$ cat src/hdl/ked_pkg.sv
// shared types and constants of the key event detector
// no dependencies

package ked_pkg;

    // one-hot phase codes of the key machine
    typedef enum logic [4:0] {
        PH_IDLE     = 5'b00001,
        PH_DOWNCHK  = 5'b00010,
        PH_HELD     = 5'b00100,
        PH_UPCHK    = 5'b01000,
        PH_RELEASED = 5'b10000
    } ked_phase_t;

    // reported event codes
    typedef enum logic [1:0] {
        EV_DOWN   = 2'd0,
        EV_LONG   = 2'd1,
        EV_UP     = 2'd2,
        EV_DOUBLE = 2'd3
    } ked_code_t;

    // report mask bit positions
    localparam int unsigned MASK_DOWN   = 0;
    localparam int unsigned MASK_LONG   = 1;
    localparam int unsigned MASK_REPEAT = 2;
    localparam int unsigned MASK_UP     = 3;
    localparam int unsigned MASK_DOUBLE = 4;

    // register file layout
    localparam int unsigned APB_ADDR_BITS = 5;
    localparam int unsigned APB_DATA_BITS = 32;

    typedef enum logic [2:0] {
        REG_REPORT_MASK    = 3'd0,
        REG_LONG_HOLD_TIME = 3'd1,
        REG_REPEAT_PERIOD  = 3'd2,
        REG_DOUBLE_GAP_MIN = 3'd3,
        REG_DOUBLE_GAP_MAX = 3'd4,
        REG_TICK_STEP      = 3'd5,
        REG_KEY_NUMBER     = 3'd6
    } ked_reg_idx_t;

    typedef struct packed {
        logic [4:0]  report_mask;
        logic [15:0] long_hold_time;
        logic [15:0] repeat_period;
        logic [15:0] double_gap_min;
        logic [15:0] double_gap_max;
        logic [7:0]  tick_step;
        logic [7:0]  key_number;
    } ked_cfg_t;

    localparam logic [4:0]  RST_REPORT_MASK    = 5'd31;
    localparam logic [15:0] RST_LONG_HOLD_TIME = 16'd1000;
    localparam logic [15:0] RST_REPEAT_PERIOD  = 16'd200;
    localparam logic [15:0] RST_DOUBLE_GAP_MIN = 16'd50;
    localparam logic [15:0] RST_DOUBLE_GAP_MAX = 16'd300;
    localparam logic [7:0]  RST_TICK_STEP      = 8'd10;
    localparam logic [7:0]  RST_KEY_NUMBER     = 8'd0;

    // event found for one accepted sample
    typedef struct packed {
        logic      hit;
        ked_code_t code;
    } ked_event_t;

endpackage

$ cat src/hdl/ked_if.sv
// request channels of the key event detector: sample in, event out
// no dependencies

interface ked_in_if;
    logic valid;
    logic ready;
    logic pressed;

    modport source (output valid, output pressed, input ready);
    modport sink   (input valid, input pressed, output ready);
endinterface

interface ked_out_if;
    logic       valid;
    logic       ready;
    logic [1:0] event_code;
    logic [7:0] key_id;

    modport source (output valid, output event_code, output key_id, input ready);
    modport sink   (input valid, input event_code, input key_id, output ready);
endinterface

$ cat src/hdl/ked_engine.sv
// phase machine and saturating counters of the key event detector
// depends on ked_pkg

module ked_engine #(
    parameter int unsigned COUNT_BITS = 16
) (
    input  logic               clk,
    input  logic               rst_n,
    input  logic               accept,
    input  logic               pressed,
    input  ked_pkg::ked_cfg_t  cfg,
    output ked_pkg::ked_event_t ev
);
    import ked_pkg::*;

    // compare width covers both the counters and the 16-bit settings
    localparam int unsigned CMP_BITS = (COUNT_BITS > 16) ? COUNT_BITS : 16;

    ked_phase_t              phase_reg, phase_next;
    logic                    last_level_reg;
    logic [COUNT_BITS-1:0]   hold_reg, hold_next;
    logic [COUNT_BITS-1:0]   repeat_reg, repeat_next;
    logic [COUNT_BITS-1:0]   gap_reg, gap_next;

    logic [COUNT_BITS:0]     step_ext;
    logic [COUNT_BITS:0]     hold_sum, repeat_sum, gap_sum;
    logic [COUNT_BITS-1:0]   hold_sat, repeat_sat, gap_sat;
    logic                    same;

    assign step_ext   = (COUNT_BITS + 1)'(cfg.tick_step);
    assign hold_sum   = {1'b0, hold_reg} + step_ext;
    assign repeat_sum = {1'b0, repeat_reg} + step_ext;
    assign gap_sum    = {1'b0, gap_reg} + step_ext;
    assign hold_sat   = hold_sum[COUNT_BITS]   ? '1 : hold_sum[COUNT_BITS-1:0];
    assign repeat_sat = repeat_sum[COUNT_BITS] ? '1 : repeat_sum[COUNT_BITS-1:0];
    assign gap_sat    = gap_sum[COUNT_BITS]    ? '1 : gap_sum[COUNT_BITS-1:0];
    assign same       = (pressed == last_level_reg);

    always_comb
    begin
        phase_next  = phase_reg;
        hold_next   = hold_reg;
        repeat_next = repeat_reg;
        gap_next    = gap_reg;
        ev.hit      = 1'b0;
        ev.code     = EV_DOWN;
        case (phase_reg)
            PH_DOWNCHK:
            begin
                if (same)
                begin
                    phase_next = PH_HELD;
                    ev.hit     = cfg.report_mask[MASK_DOWN];
                    ev.code    = EV_DOWN;
                end
                else
                begin
                    phase_next = PH_IDLE;
                end
            end
            PH_HELD:
            begin
                if (!same)
                begin
                    phase_next = PH_UPCHK;
                end
                else if (cfg.long_hold_time != '0)
                begin
                    hold_next = hold_sat;
                    if (CMP_BITS'(hold_sat) == CMP_BITS'(cfg.long_hold_time))
                    begin
                        ev.hit  = cfg.report_mask[MASK_LONG];
                        ev.code = EV_LONG;
                    end
                    else if (cfg.repeat_period != '0)
                    begin
                        if (CMP_BITS'(repeat_sat) >= CMP_BITS'(cfg.repeat_period))
                        begin
                            repeat_next = '0;
                            ev.hit      = cfg.report_mask[MASK_REPEAT];
                            ev.code     = EV_DOWN;
                        end
                        else
                        begin
                            repeat_next = repeat_sat;
                        end
                    end
                end
            end
            PH_UPCHK:
            begin
                if (same)
                begin
                    phase_next  = PH_RELEASED;
                    hold_next   = '0;
                    repeat_next = '0;
                    ev.hit      = cfg.report_mask[MASK_UP];
                    ev.code     = EV_UP;
                end
                else
                begin
                    phase_next = PH_HELD;
                end
            end
            PH_RELEASED:
            begin
                if ((CMP_BITS'(gap_reg) > CMP_BITS'(cfg.double_gap_min)) &&
                    (CMP_BITS'(gap_reg) < CMP_BITS'(cfg.double_gap_max)))
                begin
                    ev.hit  = cfg.report_mask[MASK_DOUBLE];
                    ev.code = EV_DOUBLE;
                end
                gap_next   = '0;
                phase_next = PH_IDLE;
            end
            default:
            begin
                // idle, and any code that cannot occur
                phase_next = pressed ? PH_DOWNCHK : PH_IDLE;
                gap_next   = gap_sat;
            end
        endcase
        if (!accept)
        begin
            ev.hit = 1'b0;
        end
    end

    always_ff @(posedge clk or negedge rst_n)
    begin
        if (!rst_n)
        begin
            phase_reg      <= PH_IDLE;
            last_level_reg <= 1'b0;
            hold_reg       <= '0;
            repeat_reg     <= '0;
            gap_reg        <= '0;
        end
        else if (accept)
        begin
            phase_reg      <= phase_next;
            last_level_reg <= pressed;
            hold_reg       <= hold_next;
            repeat_reg     <= repeat_next;
            gap_reg        <= gap_next;
        end
    end

endmodule

$ cat src/hdl/key_event_detector_top.sv
// top level of the key event detector: register file, engine, output buffer
// depends on ked_pkg, ked_if (ked_in_if, ked_out_if) and ked_engine
//
// usage
//   key_in carries one sampled key level (pressed) per scan tick; a request is
//   taken at a rising edge where valid and ready are both high
//   event_out carries at most one event per sample: event_code (0 down or
//   repeat, 1 long press, 2 up, 3 double click) and key_id
//   settings are written over the apb-style port (register i at byte 4*i),
//   only while no sample is in flight (left to the user); pready is always high
// decode and throughput
//   a sample is decoded in the cycle it is taken; its event goes to the output
//   register, or to the skid buffer while event_out stalls, and on to event_out
//   one sample per cycle is sustained while the skid buffer is empty; the limit
//   is the single pass through the phase decode and a saturating add and compare per counter
// stall behavior
//   the output register plus a one-entry skid buffer let a new sample be
//   taken while an event waits; key_in.ready drops only while the skid
//   buffer holds an event
// reset
//   rst_n clears the phase machine, counters, buffers and settings to their
//   defaults (mask 31, long 1000, repeat 200, gap 50..300, step 10, key 0)

module key_event_detector_top #(
    parameter int unsigned COUNT_BITS = 16
) (
    input  logic                                clk,
    input  logic                                rst_n,
    input  logic                                psel,
    input  logic                                penable,
    input  logic                                pwrite,
    input  logic [ked_pkg::APB_ADDR_BITS-1:0]   paddr,
    input  logic [ked_pkg::APB_DATA_BITS-1:0]   pwdata,
    output logic [ked_pkg::APB_DATA_BITS-1:0]   prdata,
    output logic                                pready,
    ked_in_if.sink                              key_in,
    ked_out_if.source                           event_out
);
    import ked_pkg::*;

    // settings registers
    ked_cfg_t     cfg_reg;
    ked_reg_idx_t reg_idx;
    logic         cfg_write;

    // sample handshake and engine result
    logic         accept;
    ked_event_t   ev;

    // output register and skid buffer
    logic         out_valid_reg;
    ked_code_t    out_code_reg;
    logic [7:0]   out_key_reg;
    logic         skid_valid_reg;
    ked_code_t    skid_code_reg;
    logic [7:0]   skid_key_reg;
    logic         out_free;

    assign pready    = 1'b1;
    assign reg_idx   = ked_reg_idx_t'(paddr[APB_ADDR_BITS-1:2]);
    assign cfg_write = psel && penable && pwrite && pready;

    always_ff @(posedge clk or negedge rst_n)
    begin
        if (!rst_n)
        begin
            cfg_reg.report_mask    <= RST_REPORT_MASK;
            cfg_reg.long_hold_time <= RST_LONG_HOLD_TIME;
            cfg_reg.repeat_period  <= RST_REPEAT_PERIOD;
            cfg_reg.double_gap_min <= RST_DOUBLE_GAP_MIN;
            cfg_reg.double_gap_max <= RST_DOUBLE_GAP_MAX;
            cfg_reg.tick_step      <= RST_TICK_STEP;
            cfg_reg.key_number     <= RST_KEY_NUMBER;
        end
        else if (cfg_write)
        begin
            case (reg_idx)
                REG_REPORT_MASK:    cfg_reg.report_mask    <= pwdata[4:0];
                REG_LONG_HOLD_TIME: cfg_reg.long_hold_time <= pwdata[15:0];
                REG_REPEAT_PERIOD:  cfg_reg.repeat_period  <= pwdata[15:0];
                REG_DOUBLE_GAP_MIN: cfg_reg.double_gap_min <= pwdata[15:0];
                REG_DOUBLE_GAP_MAX: cfg_reg.double_gap_max <= pwdata[15:0];
                REG_TICK_STEP:      cfg_reg.tick_step      <= pwdata[7:0];
                REG_KEY_NUMBER:     cfg_reg.key_number     <= pwdata[7:0];
                default:            ;   // unmapped address, write dropped
            endcase
        end
    end

    // register read back, unused bits read as zero
    always_comb
    begin
        case (reg_idx)
            REG_REPORT_MASK:    prdata = APB_DATA_BITS'(cfg_reg.report_mask);
            REG_LONG_HOLD_TIME: prdata = APB_DATA_BITS'(cfg_reg.long_hold_time);
            REG_REPEAT_PERIOD:  prdata = APB_DATA_BITS'(cfg_reg.repeat_period);
            REG_DOUBLE_GAP_MIN: prdata = APB_DATA_BITS'(cfg_reg.double_gap_min);
            REG_DOUBLE_GAP_MAX: prdata = APB_DATA_BITS'(cfg_reg.double_gap_max);
            REG_TICK_STEP:      prdata = APB_DATA_BITS'(cfg_reg.tick_step);
            REG_KEY_NUMBER:     prdata = APB_DATA_BITS'(cfg_reg.key_number);
            default:            prdata = '0;
        endcase
    end

    // a sample is taken whenever the skid buffer has room
    assign key_in.ready = !skid_valid_reg;
    assign accept       = key_in.valid && key_in.ready;

    ked_engine #(
        .COUNT_BITS (COUNT_BITS)
    ) u_engine (
        .clk     (clk),
        .rst_n   (rst_n),
        .accept  (accept),
        .pressed (key_in.pressed),
        .cfg     (cfg_reg),
        .ev      (ev)
    );

    // output register is free when empty or being taken this cycle
    assign out_free = !out_valid_reg || event_out.ready;

    always_ff @(posedge clk or negedge rst_n)
    begin
        if (!rst_n)
        begin
            out_valid_reg  <= 1'b0;
            skid_valid_reg <= 1'b0;
        end
        else if (out_free)
        begin
            if (skid_valid_reg)
            begin
                out_valid_reg  <= 1'b1;
                skid_valid_reg <= 1'b0;
            end
            else
            begin
                out_valid_reg <= ev.hit;
            end
        end
        else if (ev.hit)
        begin
            skid_valid_reg <= 1'b1;
        end
    end

    // payload, no reset needed
    always_ff @(posedge clk)
    begin
        if (out_free)
        begin
            if (skid_valid_reg)
            begin
                out_code_reg <= skid_code_reg;
                out_key_reg  <= skid_key_reg;
            end
            else
            begin
                out_code_reg <= ev.code;
                out_key_reg  <= cfg_reg.key_number;
            end
        end
        else if (ev.hit)
        begin
            skid_code_reg <= ev.code;
            skid_key_reg  <= cfg_reg.key_number;
        end
    end

    assign event_out.valid      = out_valid_reg;
    assign event_out.event_code = out_code_reg;
    assign event_out.key_id     = out_key_reg;

endmodule
$ cat src/flat_wrapper.sv
// flat-port wrapper written by rule: the top's interface ports become plain ports
module key_event_detector_top_flat import ked_pkg::*;
#(
    parameter int unsigned COUNT_BITS = 16
)
  (clk, rst_n, psel, penable, pwrite, paddr, pwdata, prdata, pready, key_in_valid, key_in_pressed, key_in_ready, event_out_valid, event_out_event_code, event_out_key_id, event_out_ready);
  ked_in_if key_in_i ();
  ked_out_if event_out_i ();
  input  logic clk;
  input  logic rst_n;
  input  logic psel;
  input  logic penable;
  input  logic pwrite;
  input  logic [ked_pkg::APB_ADDR_BITS-1:0] paddr;
  input  logic [ked_pkg::APB_DATA_BITS-1:0] pwdata;
  output logic [ked_pkg::APB_DATA_BITS-1:0] prdata;
  output logic pready;
  input wire logic [$bits(key_in_i.valid)-1:0] key_in_valid;
  input wire logic [$bits(key_in_i.pressed)-1:0] key_in_pressed;
  output wire logic [$bits(key_in_i.ready)-1:0] key_in_ready;
  output wire logic [$bits(event_out_i.valid)-1:0] event_out_valid;
  output wire logic [$bits(event_out_i.event_code)-1:0] event_out_event_code;
  output wire logic [$bits(event_out_i.key_id)-1:0] event_out_key_id;
  input wire logic [$bits(event_out_i.ready)-1:0] event_out_ready;
  assign key_in_i.valid = key_in_valid;
  assign key_in_i.pressed = key_in_pressed;
  assign key_in_ready = key_in_i.ready;
  assign event_out_valid = event_out_i.valid;
  assign event_out_event_code = event_out_i.event_code;
  assign event_out_key_id = event_out_i.key_id;
  assign event_out_i.ready = event_out_ready;
  key_event_detector_top #(.COUNT_BITS(COUNT_BITS)) u_core (.clk(clk), .rst_n(rst_n), .psel(psel), .penable(penable), .pwrite(pwrite), .paddr(paddr), .pwdata(pwdata), .prdata(prdata), .pready(pready), .key_in(key_in_i), .event_out(event_out_i));
endmodule
$ cat config.mk
export PLATFORM = sky130hd
export DESIGN_NAME = key_event_detector_top_flat
export DESIGN_NICKNAME = d
export VERILOG_FILES = /design/src/hdl/ked_pkg.sv /design/src/hdl/ked_if.sv /design/src/hdl/ked_engine.sv /design/src/hdl/key_event_detector_top.sv /design/src/flat_wrapper.sv
export SDC_FILE = /design/constraint.sdc
export NUM_CORES = 1
export LEC_CHECK = 0
export BUFFER_PORTS_ARGS = -buffer_cell sky130_fd_sc_hd__buf_2
export CORE_ASPECT_RATIO = 1.75
export CORE_MARGIN = 2
export CORE_UTILIZATION = 40
export CTS_CLUSTER_DIAMETER = 150
export CTS_CLUSTER_SIZE = 14
export DETAILED_ROUTE_END_ITERATION = 7
export PLACE_DENSITY_LB_ADDON = 0.25
export SYNTH_ARGS = -nofsm -noshare
export SYNTH_HDL_FRONTEND = slang
export SYNTH_SLANG_ARGS = --single-unit
export TNS_END_PERCENT = 50
$ cat constraint.sdc
create_clock -name clk -period 5.1 [get_ports clk]
set_input_delay 0.255 -clock clk [delete_from_list [all_inputs] [get_ports clk]]
set_output_delay 0.255 -clock clk [all_outputs]
set_load 0.01 [all_outputs]
==> results.tsv, run 1 <==
metric	value	unit
setup_viol	0	
ys_seq_area_frac	0.399	
min_from	pwdata[12]	
io_pins	90	
synth_mux_area_frac	0.0753	
grtUsageTotal	0.240	
synth-edff-count	20	
met1_usage	0.243	
synth_xor_area_frac	0.0249	
rows	78	
wire_per_inst	21.6	um
syn_to_final_growth	11.5	%
min_period	4.82	ns
async_flop_share	0.876	
finClkSkew	0.0143	ns
nets	1288	
max_freq	208	MHz
die-width	126	um
synth_compound_area_frac	0.200	
ys_ff_latch	161	
rr_worst_depth	22	
holdPathStages	3	
largest_reg_flops	85	
clk_path_buf_depth	2	
path_buf_inv	1	
gp_congestion	0.898	
reg2reg_from	u_core.cfg_reg[8]$_DFFE_PN0P_	
path_cells	ha_1 -> fa_1 -> a21o_1 -> a21oi_1 -> o21bai_1 -> a21oi_2 -> o21bai_1 -> and3_1 -> and3_1 -> nor2_1 -> inv_1 -> ha_1 -> a21oi_1 -> nor2_1 -> a211o_1 -> a221oi_2 -> nand2b_1 -> a21oi_1 -> nor3_2 -> o31ai_2 -> a21boi_1 -> or3_1	
fp.coreArea	25800	um^2
ir_drop	0.000200	V
synth_cell_types	81	
cts-htree-levels	4	
cts_tree	built	
cp_common_cell	a21oi_1	
path_max_fanout	8	
synth_top_family_by_area	compound AO/OA/AOI/OAI gates	
tightestPinTransition	1.19	ns
drive_above_1_share	0.177	
antenna_found_initial	0	
hp-class	primary input to flop	
total_power	0.00504	W
synth.avg_cell_area	9.30	um^2
routed_via_density	5.82	
syn-instance-count	1120	
nFillCells	2521	
grt_pass1_wl	49900	um
place.port_buffers	54	
netlist_area	10400	um^2
cp-startpoint	u_core.cfg_reg[8]$_DFFE_PN0P_	
ys.flop_type	dfrtp_1	
endpoint_kind	flop	
clkTransAtPathRegs	0.07	ns
drt_iter0_drc	613	
grt_overflow	0	
tns	0	ns
die_h	217	um
start_util	0.404	
setup.worst_path.class	flop to flop	
slowest_delay	0.42	ns
vias	8746	
routed_wl	32500	um
crit_family	compound AO/OA/AOI/OAI gates	
synthAdderAreaFrac	0.0911	
grtUsageMet2	0.450	
crit_cells	22	
cp.required	5.43	ns
die_area	27400	um^2
rsz0062_at_grt	false	
n_antenna_cell	0	
power.leakage	5.38	nW
dr.pass1.iters	5	
p_clk_frac	0.255	
p_sw	0.00196	W
hold_violations	0	
final_max_slew_viol_count	0	
slew_headroom	0.205	
final_common_cell	nand2_1	
cts.sinks	161	
busiest_layer	met2	
finalCritPeriodShare	0.945	
drv_cap	0	
hpwl	25200	um
grt_max_degree	59	
status	complete, no violations	
slowest_stage	fa_1	
power_density	434	nW/um^2
seq_power_share	0.373	
synth_warnings	0	
clock-root-buffer	clkbuf_16	
met3_usage	0.0366	
final_cell_mix	nand2_1 (134), dfrtp_1 (117), o21ai_0 (107)	
drc	0	
cts_buffers	17	
combPwrFrac	0.372	
detail-route-antenna-nets	0	
switching_share	0.389	
start_kind	flop	
grt_pass1_vias	8666	
arrival	5.15	ns
internal_power	0.00308	W
rrSetupSlack	0.28	ns
synth-simple-area-share	0.150	
clock_latency	0.46	ns
[routing by layer]
metal / routed length (um) / part of all wire
met4: 2270 / 0.070
met3: 1210 / 0.037
met2: 17500 / 0.54
met5: 0 / 0
met1: 11400 / 0.35
[final timing paths]
kind	to
setup / recovery	u_core.event_out.valid$_DFFE_PN0N_
hold / removal	u_core.cfg_reg[44]$_DFFE_PN0P_
setup reg to reg	u_core.event_out.valid$_DFFE_PN0N_
hold reg to reg	u_core.u_engine.repeat_reg[0]$_DFFE_PN0P_
max in group asynchronous	u_core.cfg_reg[21]$_DFFE_PN1P_
min in group asynchronous	u_core.u_engine.hold_reg[7]$_DFFE_PN0P_
[worst reg2reg max path, stage by stage (launching register included)]
cell	delay, ns
dfrtp_1	0.39
ha_1	0.22
fa_1	0.42
a21o_1	0.20
a21oi_1	0.22
o21bai_1	0.11
a21oi_2	0.19
o21bai_1	0.15
and3_1	0.22
and3_1	0.27
nor2_1	0.22
inv_1	0.06
ha_1	0.29
a21oi_1	0.16
nor2_1	0.05
a211o_1	0.27
a221oi_2	0.28
nand2b_1	0.09
a21oi_1	0.22
nor3_2	0.12
o31ai_2	0.12
a21boi_1	0.14
or3_1	0.32
[kinds of logic after synthesis]
family,Yosys count
AO/OA/AOI/OAI,318
buffers and inverters,140
AND/OR/NAND/NOR,329
flip-flops,161
XOR/XNOR,28
multiplexers,68
adder cells (fa/ha/maj),74
other,2
[synth_stat cells, drive strengths merged, types with 20 or more instances]
cell | count | area share
nand3 | 27 | 0.013
clkbuf | 36 | 0.013
dfstp | 24 | 0.061
ha | 71 | 0.085
a21oi | 64 | 0.031
nor2 | 61 | 0.022
a21o | 28 | 0.020
edfxtp | 20 | 0.058
mux2 | 53 | 0.057
nand2 | 134 | 0.048
o21ai | 110 | 0.054
inv | 78 | 0.028
buf | 26 | 0.017
dfrtp | 117 | 0.28
[area by class of cell]
class,count,area [um^2],share of cell area
timing repair buffer,77,452,0.0389
sequential,161,4160,0.358
multi-input combinational,834,5730,0.494
tap,320,400,0.0345
inverter,78,293,0.0252
clock inverter,14,144,0.0124
clock buffer,18,429,0.0370
[through the flow]
stage	instance area [um^2]	hold slack [ns]	setup WS, ns	utilization	cells
floorplan	10500	-0.0406	0.469	-	1135
global placement	11000	0.271	0.257	0.427	1469
detailed placement	11000	0.276	0.118	0.427	1469
CTS	11600	0.0496	0.0950	0.450	1502
global route	11600	0.0629	0.0254	0.451	1502
finish	11600	0.0601	0.281	0.451	1502
[what timing repair did]
item                                    CTS  global route
gates resized for setup                   0             4
setup buffers                             0             0
endpoints found under the setup margin    0            25
endpoints found under the hold margin    51             0
hold buffers                              1             0
[power groups by stage]
stage | clock network [W] | registers, W | logic [W]
6_report | 0.00129 | 0.00188 | 0.00187
5_1_grt | 0.00136 | 0.00190 | 0.00209
4_1_cts | 0.00131 | 0.00187 | 0.00187
3_5_place_dp | 0 | 0.00190 | 0.00186
3_3_place_gp | 0 | 0.00189 | 0.00182
2_1_floorplan | 0 | 0.00178 | 0.00136
Note: power is estimated with default switching activity, not from simulation.
==> run 2: changes to the inputs <==
--- a/config.mk
+++ b/config.mk
@@ -5,9 +5,11 @@
 export SDC_FILE = /design/constraint.sdc
 export NUM_CORES = 1
 export LEC_CHECK = 0
+export ABC_AREA = 1
 export BUFFER_PORTS_ARGS = -buffer_cell sky130_fd_sc_hd__buf_2
+export CAP_MARGIN = 20
 export CORE_ASPECT_RATIO = 1.75
-export CORE_MARGIN = 2
+export CORE_MARGIN = 3
 export CORE_UTILIZATION = 40
 export CTS_CLUSTER_DIAMETER = 150
 export CTS_CLUSTER_SIZE = 14
==> results.tsv, run 2 <==
metric	value	unit	change
drv_cap	0		unchanged
min_period	4.57	ns	was 4.82 ns
routed_wl	30900	um	was 32500 um
finalNonFillerCells	1740		was 1502
ys.flop_type	dfrtp_1		unchanged
die-width	128	um	was 126 um
numPlacedInstances	1705		was 1469
slowest_delay	0.48	ns	was 0.42 ns
tns	0	ns	unchanged
async_flop_share	0.876		unchanged
power.leakage	5.85	nW	was 5.38 nW
wire_per_inst	17.8	um	was 21.6 um
combPwrFrac	0.470		was 0.372
hold_end	u_core.u_engine.last_level_reg$_DFFE_PN0P_		was u_core.cfg_reg[44]$_DFFE_PN0P_
arrival	4.73	ns	was 5.15 ns
slowest_stage	dfrtp_1		was fa_1
drc	0		unchanged
synth.avg_cell_area	7.74	um^2	was 9.30 um^2
max_freq	219	MHz	was 208 MHz
synth_top_cell_by_area	dfrtp_1		unchanged
hold_ws	0.0523	ns	was 0.0601 ns
largest_reg_flops	85		unchanged
cts.sinks	161		unchanged
cts_tree	built		unchanged
internal_power	0.00364	W	was 0.00308 W
dr.pass1.iters	6		was 5
rsz0062_at_grt	false		unchanged
reg2reg_from	u_core.cfg_reg[10]$_DFFE_PN0P_		was u_core.cfg_reg[8]$_DFFE_PN0P_
die_area	28200	um^2	was 27400 um^2
finClkSkew	0.0146	ns	was 0.0143 ns
fp.coreArea	25500	um^2	was 25800 um^2
synth_warnings	0		unchanged
ys_seq_area_frac	0.397		was 0.399
final_common_cell	nand2_1		unchanged
grt_overflow	0		unchanged
final_max_slew_viol_count	0		unchanged
path_buf_inv	4		was 1
cts-htree-levels	4		unchanged
drive_above_1_share	0.124		was 0.177
antenna_found_initial	0		unchanged
hpwl	24200	um	was 25200 um
die_h	220	um	was 217 um
ys_ff_latch	161		unchanged
min_from	key_in_pressed		was pwdata[12]
nets	1530		was 1288
synth_area_leaders	dfrtp_1 (28%), nand2_1 (11%), ha_1 (8.5%)		was dfrtp_1 (28%), ha_1 (8.5%), dfstp_2 (6.1%)
post_cts_resize_count	0		unchanged
path_max_fanout	10		was 8
cts_buffers	17		unchanged
setup.worst_path.class	flop to flop		unchanged
ir_drop	0.000352	V	was 0.000200 V
total_power	0.00641	W	was 0.00504 W
start_util	0.410		was 0.404
detail-route-antenna-nets	0		unchanged
routed_via_density	5.30		was 5.82
seq_power_share	0.304		was 0.373
syn-instance-count	1353		was 1120
p_clk_frac	0.226		was 0.255
endpoint_kind	flop		unchanged
syn_to_final_growth	11.7	%	was 11.5%
grt_pass1_wl	48500	um	was 49900 um
post-route-util	0.458		was 0.451
ys_top_cells_by_count	nand2_1 (312), inv_1 (225), o21ai_0 (146)		was nand2_1 (134), dfrtp_1 (117), o21ai_0 (107)
synth_top_cell_area_share	0.280		was 0.281
crit_family	simple AND/OR/NAND/NOR gates		was compound AO/OA/AOI/OAI gates
synth-edff-count	20		unchanged
cp.required	5.26	ns	was 5.43 ns
vias	9223		was 8746
finalCritPeriodShare	0.897		was 0.945
holdPathStages	3		unchanged
rr_worst_depth	25		was 22
place.port_buffers	54		unchanged
status	complete, no violations		unchanged
power_density	548	nW/um^2	was 434 nW/um^2
io_pins	90		unchanged
rows	77		was 78
tightestPinTransition	0.971	ns	was 1.19 ns
start_kind	flop		unchanged
final-seq-area	4160	um^2	unchanged
p_sw	0.00277	W	was 0.00196 W
drt_iter0_drc	602		was 613
switching_share	0.433		was 0.389
grt_pass1_vias	9157		was 8666
n_antenna_cell	0		unchanged
grt_max_degree	93		was 59
hold_violations	0		unchanged
clock-root-buffer	clkbuf_16		unchanged
synth_cell_types	58		was 81
setup_viol	0		unchanged
clkTransAtPathRegs	0.07	ns	about the same
hp-class	primary input to flop		unchanged
cp_common_cell	nand3_1		was a21oi_1
slew_headroom	0.351		was 0.205
final_cell_mix	nand2_1 (312), inv_1 (225), o21ai_0 (146)		was nand2_1 (134), dfrtp_1 (117), o21ai_0 (107)
gp_congestion	0.978		was 0.898
r2r-end	u_core.skid_key_reg[3]$_DFFE_PP_		was u_core.event_out.valid$_DFFE_PN0N_
rrSetupSlack	0.53	ns	was 0.28 ns
multiInputGateArea	5250	um^2	was 5730 um^2
synth.most_common_cell	nand2_1		unchanged
netlist_area	10500	um^2	was 10400 um^2
clk_path_buf_depth	2		unchanged
grtUsageTotal	0.226		was 0.240
nFillCells	2567		was 2521
clock_latency	0.46	ns	about the same
-- run 2: cell count changes in the layout (fill, tap and decap cells not counted), sizes merged, moves of 14 or more --
| cell | previous run | this run |
|---|---|---|
| nand2 | 134 | 336 |
| inv | 87 | 229 |
| mux2 | 53 | 0 |
| o21ai | 110 | 158 |
| nand3 | 27 | 65 |
| a21o | 28 | 1 |
| o22ai | 2 | 27 |
| nor2 | 61 | 81 |
| xnor2 | 19 | 2 |
| nand4 | 11 | 26 |
| and3 | 15 | 1 |
| nor2b | 14 | 0 |
-- run 2: per-stage QoR --
| stage | area (um^2) | setup slack (ns) |
|---|---|---|
| 2_1_floorplan | 10500 | 1.06 |
| 6_report | 11700 | 0.527 |
| 4_1_cts | 11700 | 0.474 |
| 3_3_place_gp | 11000 | 0.506 |
| 3_5_place_dp | 11000 | 0.504 |
| 5_1_grt | 11700 | 0.0308 |
-- run 2: power by group through the flow --
| stage | Sequential (W) | Clock, W | Combinational [W] |
|---|---|---|---|
| 6_report | 0.00195 | 0.00145 | 0.00301 |
| 5_1_grt | 0.00199 | 0.00151 | 0.00348 |
| 4_1_cts | 0.00194 | 0.00147 | 0.00302 |
| 3_5_place_dp | 0.00196 | 0 | 0.00300 |
| 3_3_place_gp | 0.00195 | 0 | 0.00294 |
| 2_1_floorplan | 0.00188 | 0 | 0.00226 |
-- run 2: how the worst max path moves through the flow --
stage                                         startpoint                                end  cells after the start
after CTS                  u_core.cfg_reg[9]$_DFFE_PN1P_   u_core.skid_key_reg[7]$_DFFE_PP_                     24
final                     u_core.cfg_reg[10]$_DFFE_PN0P_   u_core.skid_key_reg[3]$_DFFE_PP_                     25
after floorplan            u_core.cfg_reg[9]$_DFFE_PN1P_  u_core.skid_code_reg[0]$_DFFE_PP_                     25
after global placement     u_core.cfg_reg[9]$_DFFE_PN1P_   u_core.skid_key_reg[6]$_DFFE_PP_                     24
after global routing      u_core.cfg_reg[10]$_DFFE_PN0P_  u_core.skid_code_reg[0]$_DFFE_PP_                     25
after detailed placement   u_core.cfg_reg[9]$_DFFE_PN1P_   u_core.skid_key_reg[2]$_DFFE_PP_                     24
-- run 2: worst reg2reg max path, cell delays in order (launching register included) --
cell	delay, ns
dfrtp_1	0.48
ha_1	0.39
nand3_1	0.08
and2_1	0.19
inv_1	0.08
nand2_1	0.06
o211ai_1	0.12
a21oi_1	0.11
nor2_1	0.19
nand3_1	0.22
nor2_1	0.18
a21boi_0	0.12
nor3_1	0.28
inv_1	0.08
ha_1	0.32
nand4_1	0.13
nor3_1	0.21
nand3_1	0.10
o2111ai_1	0.14
nand4_1	0.12
inv_1	0.07
nand2_1	0.05
nand3_1	0.15
nand3_1	0.12
nor2_1	0.10
buf_4	0.21
-- run 2: what timing repair did --
action / 4_1_cts / 5_1_grt
endpoints found under the hold margin: 77 / 0
buffers inserted: 0 / 2
endpoints found under the setup margin: 0 / 10
hold buffers: 1 / 0
-- run 2: cell type report --
class,count,area share
Clock buffer,17,0.0364
Timing Repair Buffer,69,0.0335
Tap cell,316,0.0338
Sequential cell,161,0.356
Clock inverter,15,0.0197
Inverter,226,0.0725
Multi-Input combinational cell,936,0.449
-- run 2: kinds of logic after synthesis --
logic type      count (synthesis)  share of synthesized area
xor+xnor                        8                    0.00669
flops                         161                      0.397
compound gates                287                      0.162
fa+ha+maj                      74                     0.0906
buf+inv                       271                      0.107
simple gates                  550                      0.236
other cells                     2                   0.000717
-- run 2: per-layer routing --
layer | share of wire | up-vias | wire length [um] | track usage
met1 | 0.37 | 4354 | 11500 | 0.241
met5 | 0 | - | 0 | 0
met2 | 0.53 | 226 | 16300 | 0.408
li1 | - | 4560 | - | -
met4 | 0.063 | 0 | 1940 | 0.141
met3 | 0.039 | 83 | 1210 | 0.0354
==> run 3: changes to the inputs <==
--- a/config.mk
+++ b/config.mk
@@ -8,14 +8,17 @@
 export ABC_AREA = 1
 export BUFFER_PORTS_ARGS = -buffer_cell sky130_fd_sc_hd__buf_2
 export CAP_MARGIN = 20
+export CELL_PAD_IN_SITES_DETAIL_PLACEMENT = 1
+export CELL_PAD_IN_SITES_GLOBAL_PLACEMENT = 2
 export CORE_ASPECT_RATIO = 1.75
 export CORE_MARGIN = 3
-export CORE_UTILIZATION = 40
+export CORE_UTILIZATION = 35
 export CTS_CLUSTER_DIAMETER = 150
 export CTS_CLUSTER_SIZE = 14
 export DETAILED_ROUTE_END_ITERATION = 7
 export PLACE_DENSITY_LB_ADDON = 0.25
 export SYNTH_ARGS = -nofsm -noshare
 export SYNTH_HDL_FRONTEND = slang
+export SYNTH_HIERARCHICAL = 1
 export SYNTH_SLANG_ARGS = --single-unit
 export TNS_END_PERCENT = 50
==> results.tsv, run 3 <==
metric	value	unit	change
routed_via_density	5.24		was 5.30
syn_to_final_growth	11.4	%	was 11.7%
setup_viol	0		unchanged
synth_top_cell_area_share	0.268		was 0.280
synth-edff-count	20		unchanged
status	complete, no violations		unchanged
met2_length	22600	um	was 16300 um
slowest_stage	dfrtp_1		unchanged
synth.most_common_cell	nand2_1		unchanged
cts-htree-levels	4		unchanged
netlist_area	10900	um^2	was 10500 um^2
synth.avg_cell_area	7.24	um^2	was 7.74 um^2
finalCritPeriodShare	0.902		was 0.897
grt_pass1_vias	10800		was 9157
clock_latency	0.46	ns	about the same
start_util	0.356		was 0.410
path_buf_inv	7		was 4
io_pins	90		unchanged
numPlacedInstances	1928		was 1705
endpoint_kind	flop		unchanged
routed-wl-met3	923	um	was 1210 um
detail-route-antenna-nets	0		unchanged
wl_met1	15200	um	was 11500 um
synth_top_cell_by_area	dfrtp_1		unchanged
grt_max_degree	62		was 93
crit_family	simple AND/OR/NAND/NOR gates		unchanged
min_period	4.60	ns	was 4.57 ns
hpwl	30900	um	was 24200 um
gp_congestion	0.875		was 0.978
arrival	4.77	ns	was 4.73 ns
syn-instance-count	1510		was 1353
drc	0		unchanged
nets	1676		was 1530
drive_above_1_share	0.109		was 0.124
finalNonFillerCells	1961		was 1740
clock-root-buffer	clkbuf_16		unchanged
rows	85		was 77
rsz0062_at_grt	false		unchanged
drt_iter0_drc	536		was 602
slowest_delay	0.39	ns	was 0.48 ns
die_h	240	um	was 220 um
cp.required	5.27	ns	was 5.26 ns
power_density	433	nW/um^2	was 548 nW/um^2
drv_cap	0		unchanged
clk_path_buf_depth	2		unchanged
grt_overflow	0		unchanged
grt_pass1_wl	62300	um	was 48500 um
wire_per_inst	20.4	um	was 17.8 um
ys_top_cells_by_count	nand2_1 (434), inv_1 (202), dfrtp_1 (117)		was nand2_1 (312), inv_1 (225), o21ai_0 (146)
ys.flop_type	dfrtp_1		unchanged
synth_cell_types	48		was 58
fp.coreArea	30700	um^2	was 25500 um^2
dr.pass1.iters	4		was 6
slew_headroom	0.320		was 0.351
die_area	33500	um^2	was 28200 um^2
finClkSkew	0.00949	ns	was 0.0146 ns
ir_drop	0.000256	V	was 0.000352 V
max_freq	217	MHz	was 219 MHz
final_cell_mix	nand2_1 (434), inv_1 (202), dfrtp_1 (117)		was nand2_1 (312), inv_1 (225), o21ai_0 (146)
power.leakage	6.36	nW	was 5.85 nW
hold_violations	0		unchanged
antenna_found_initial	2		was 0
path_max_fanout	10		unchanged
final_common_cell	nand2_1		unchanged
synth_warnings	6		was 0
n_antenna_cell	0		unchanged
cts_buffers	17		unchanged
routed_wl	40000	um	was 30900 um
tns	0	ns	unchanged
hp-class	primary input to flop		unchanged
grtUsageTotal	0.241		was 0.226
rr_worst_depth	29		was 25
ys_seq_area_frac	0.381		was 0.397
tightestPinTransition	1.01	ns	was 0.971 ns
dr.max_layer_used	met4		unchanged
largest_reg_flops	85		unchanged
start_kind	flop		unchanged
cts_tree	built		unchanged
die-width	140	um	was 128 um
clkTransAtPathRegs	0.07	ns	about the same
place.port_buffers	54		unchanged
vias	10300		was 9223
cts.sinks	161		unchanged
ys_ff_latch	161		unchanged
crit_cells	29		was 25
setup.worst_path.class	flop to flop		unchanged
final_max_slew_viol_count	0		unchanged
cp_common_cell	nand2_1		was nand3_1
async_flop_share	0.876		unchanged
synth_area_leaders	dfrtp_1 (27%), nand2_1 (15%), ha_1 (8.1%)		was dfrtp_1 (28%), nand2_1 (11%), ha_1 (8.5%)
post-route-util	0.396		was 0.458
holdPathStages	3		unchanged
[run 3: timing repair]
action                     CTS  global route
buffers inserted             0             0
hold endpoints to repair    59             0
resized for setup            0             1
setup endpoints to repair    0             8
hold buffers                 1             0
[run 3: report_power, final]
| part | total [W] | leakage, nW | internal [W] | switching (W) |
|---|---|---|---|---|
| Clock | 0.00138 | 0.299 | 0.000748 | 0.000637 |
| Combinational | 0.00198 | 4.10 | 0.000695 | 0.00128 |
| Sequential | 0.00191 | 1.96 | 0.00160 | 0.000306 |
| Total | 0.00527 | 6.36 | 0.00304 | 0.00222 |
[run 3: cells by family (layout without fill, tap and decap cells)]
logic type,count (synthesis),in the layout,synth area share
AND/OR/NAND/NOR,767,767,0.309
buffers and inverters,276,321,0.106
AO/OA/AOI/OAI,219,219,0.108
flip-flops,161,161,0.381
adder cells (fa/ha/maj),74,74,0.0868
XOR/XNOR,11,11,0.00882
other,2,17,0.000687
[run 3: final timing paths]
| kind | startpoint | end | slack [ns] |
|---|---|---|---|
| min | pwdata[8] | u_core/cfg_reg[24]$_DFFE_PN1P_ | 0.04 |
| min in group asynchronous | rst_n | u_core/u_engine/repeat_reg[15]$_DFFE_PN0P_ | 0.38 |
| max in group asynchronous | rst_n | u_core/cfg_reg[13]$_DFFE_PN0P_ | 3.59 |
| max reg2reg | u_core/cfg_reg[8]$_DFFE_PN0P_ | u_core/skid_key_reg[1]$_DFFE_PP_ | 0.50 |
| max | u_core/cfg_reg[8]$_DFFE_PN0P_ | u_core/skid_key_reg[1]$_DFFE_PP_ | 0.50 |
| min reg2reg | u_core/u_engine/repeat_reg[2]$_DFFE_PN0P_ | u_core/u_engine/repeat_reg[2]$_DFFE_PN0P_ | 0.48 |
[run 3: cell type report]
type | instances | area, um^2
Clock buffer | 17 | 425
Clock inverter | 15 | 185
Fill cell | 3902 | 18600
Inverter | 213 | 800
Multi-Input combinational cell | 1088 | 5670
Sequential cell | 161 | 4160
Tap cell | 391 | 489
Timing Repair Buffer | 76 | 444
[run 3: layer usage]
metal  track usage  up-vias
met5             0        -
met4        0.0882        0
met3        0.0314       54
met2         0.478      141
met1         0.257     5063
li1              -     5014
[run 3: worst reg2reg max path, delay by kind of cell, from the launching register on]
kind	cells	cell delay, ns
AO/OA/AOI/OAI	6	0.83
flip-flops	1	0.39
adder cells (fa/ha/maj)	3	0.92
AND/OR/NAND/NOR	13	1.39
buffers and inverters	7	0.77
[run 3: per-stage QoR]
step           setup WS [ns]  instance area (um^2)  total power (W)  hold WS, ns
2_1_floorplan          0.835                 11000          0.00317      -0.0406
3_3_place_gp           0.487                 11500          0.00385        0.306
3_5_place_dp           0.442                 11500          0.00391        0.320
4_1_cts                0.421                 12200          0.00532       0.0112
5_1_grt               0.0583                 12200          0.00568       0.0509
6_report               0.499                 12200          0.00527       0.0364
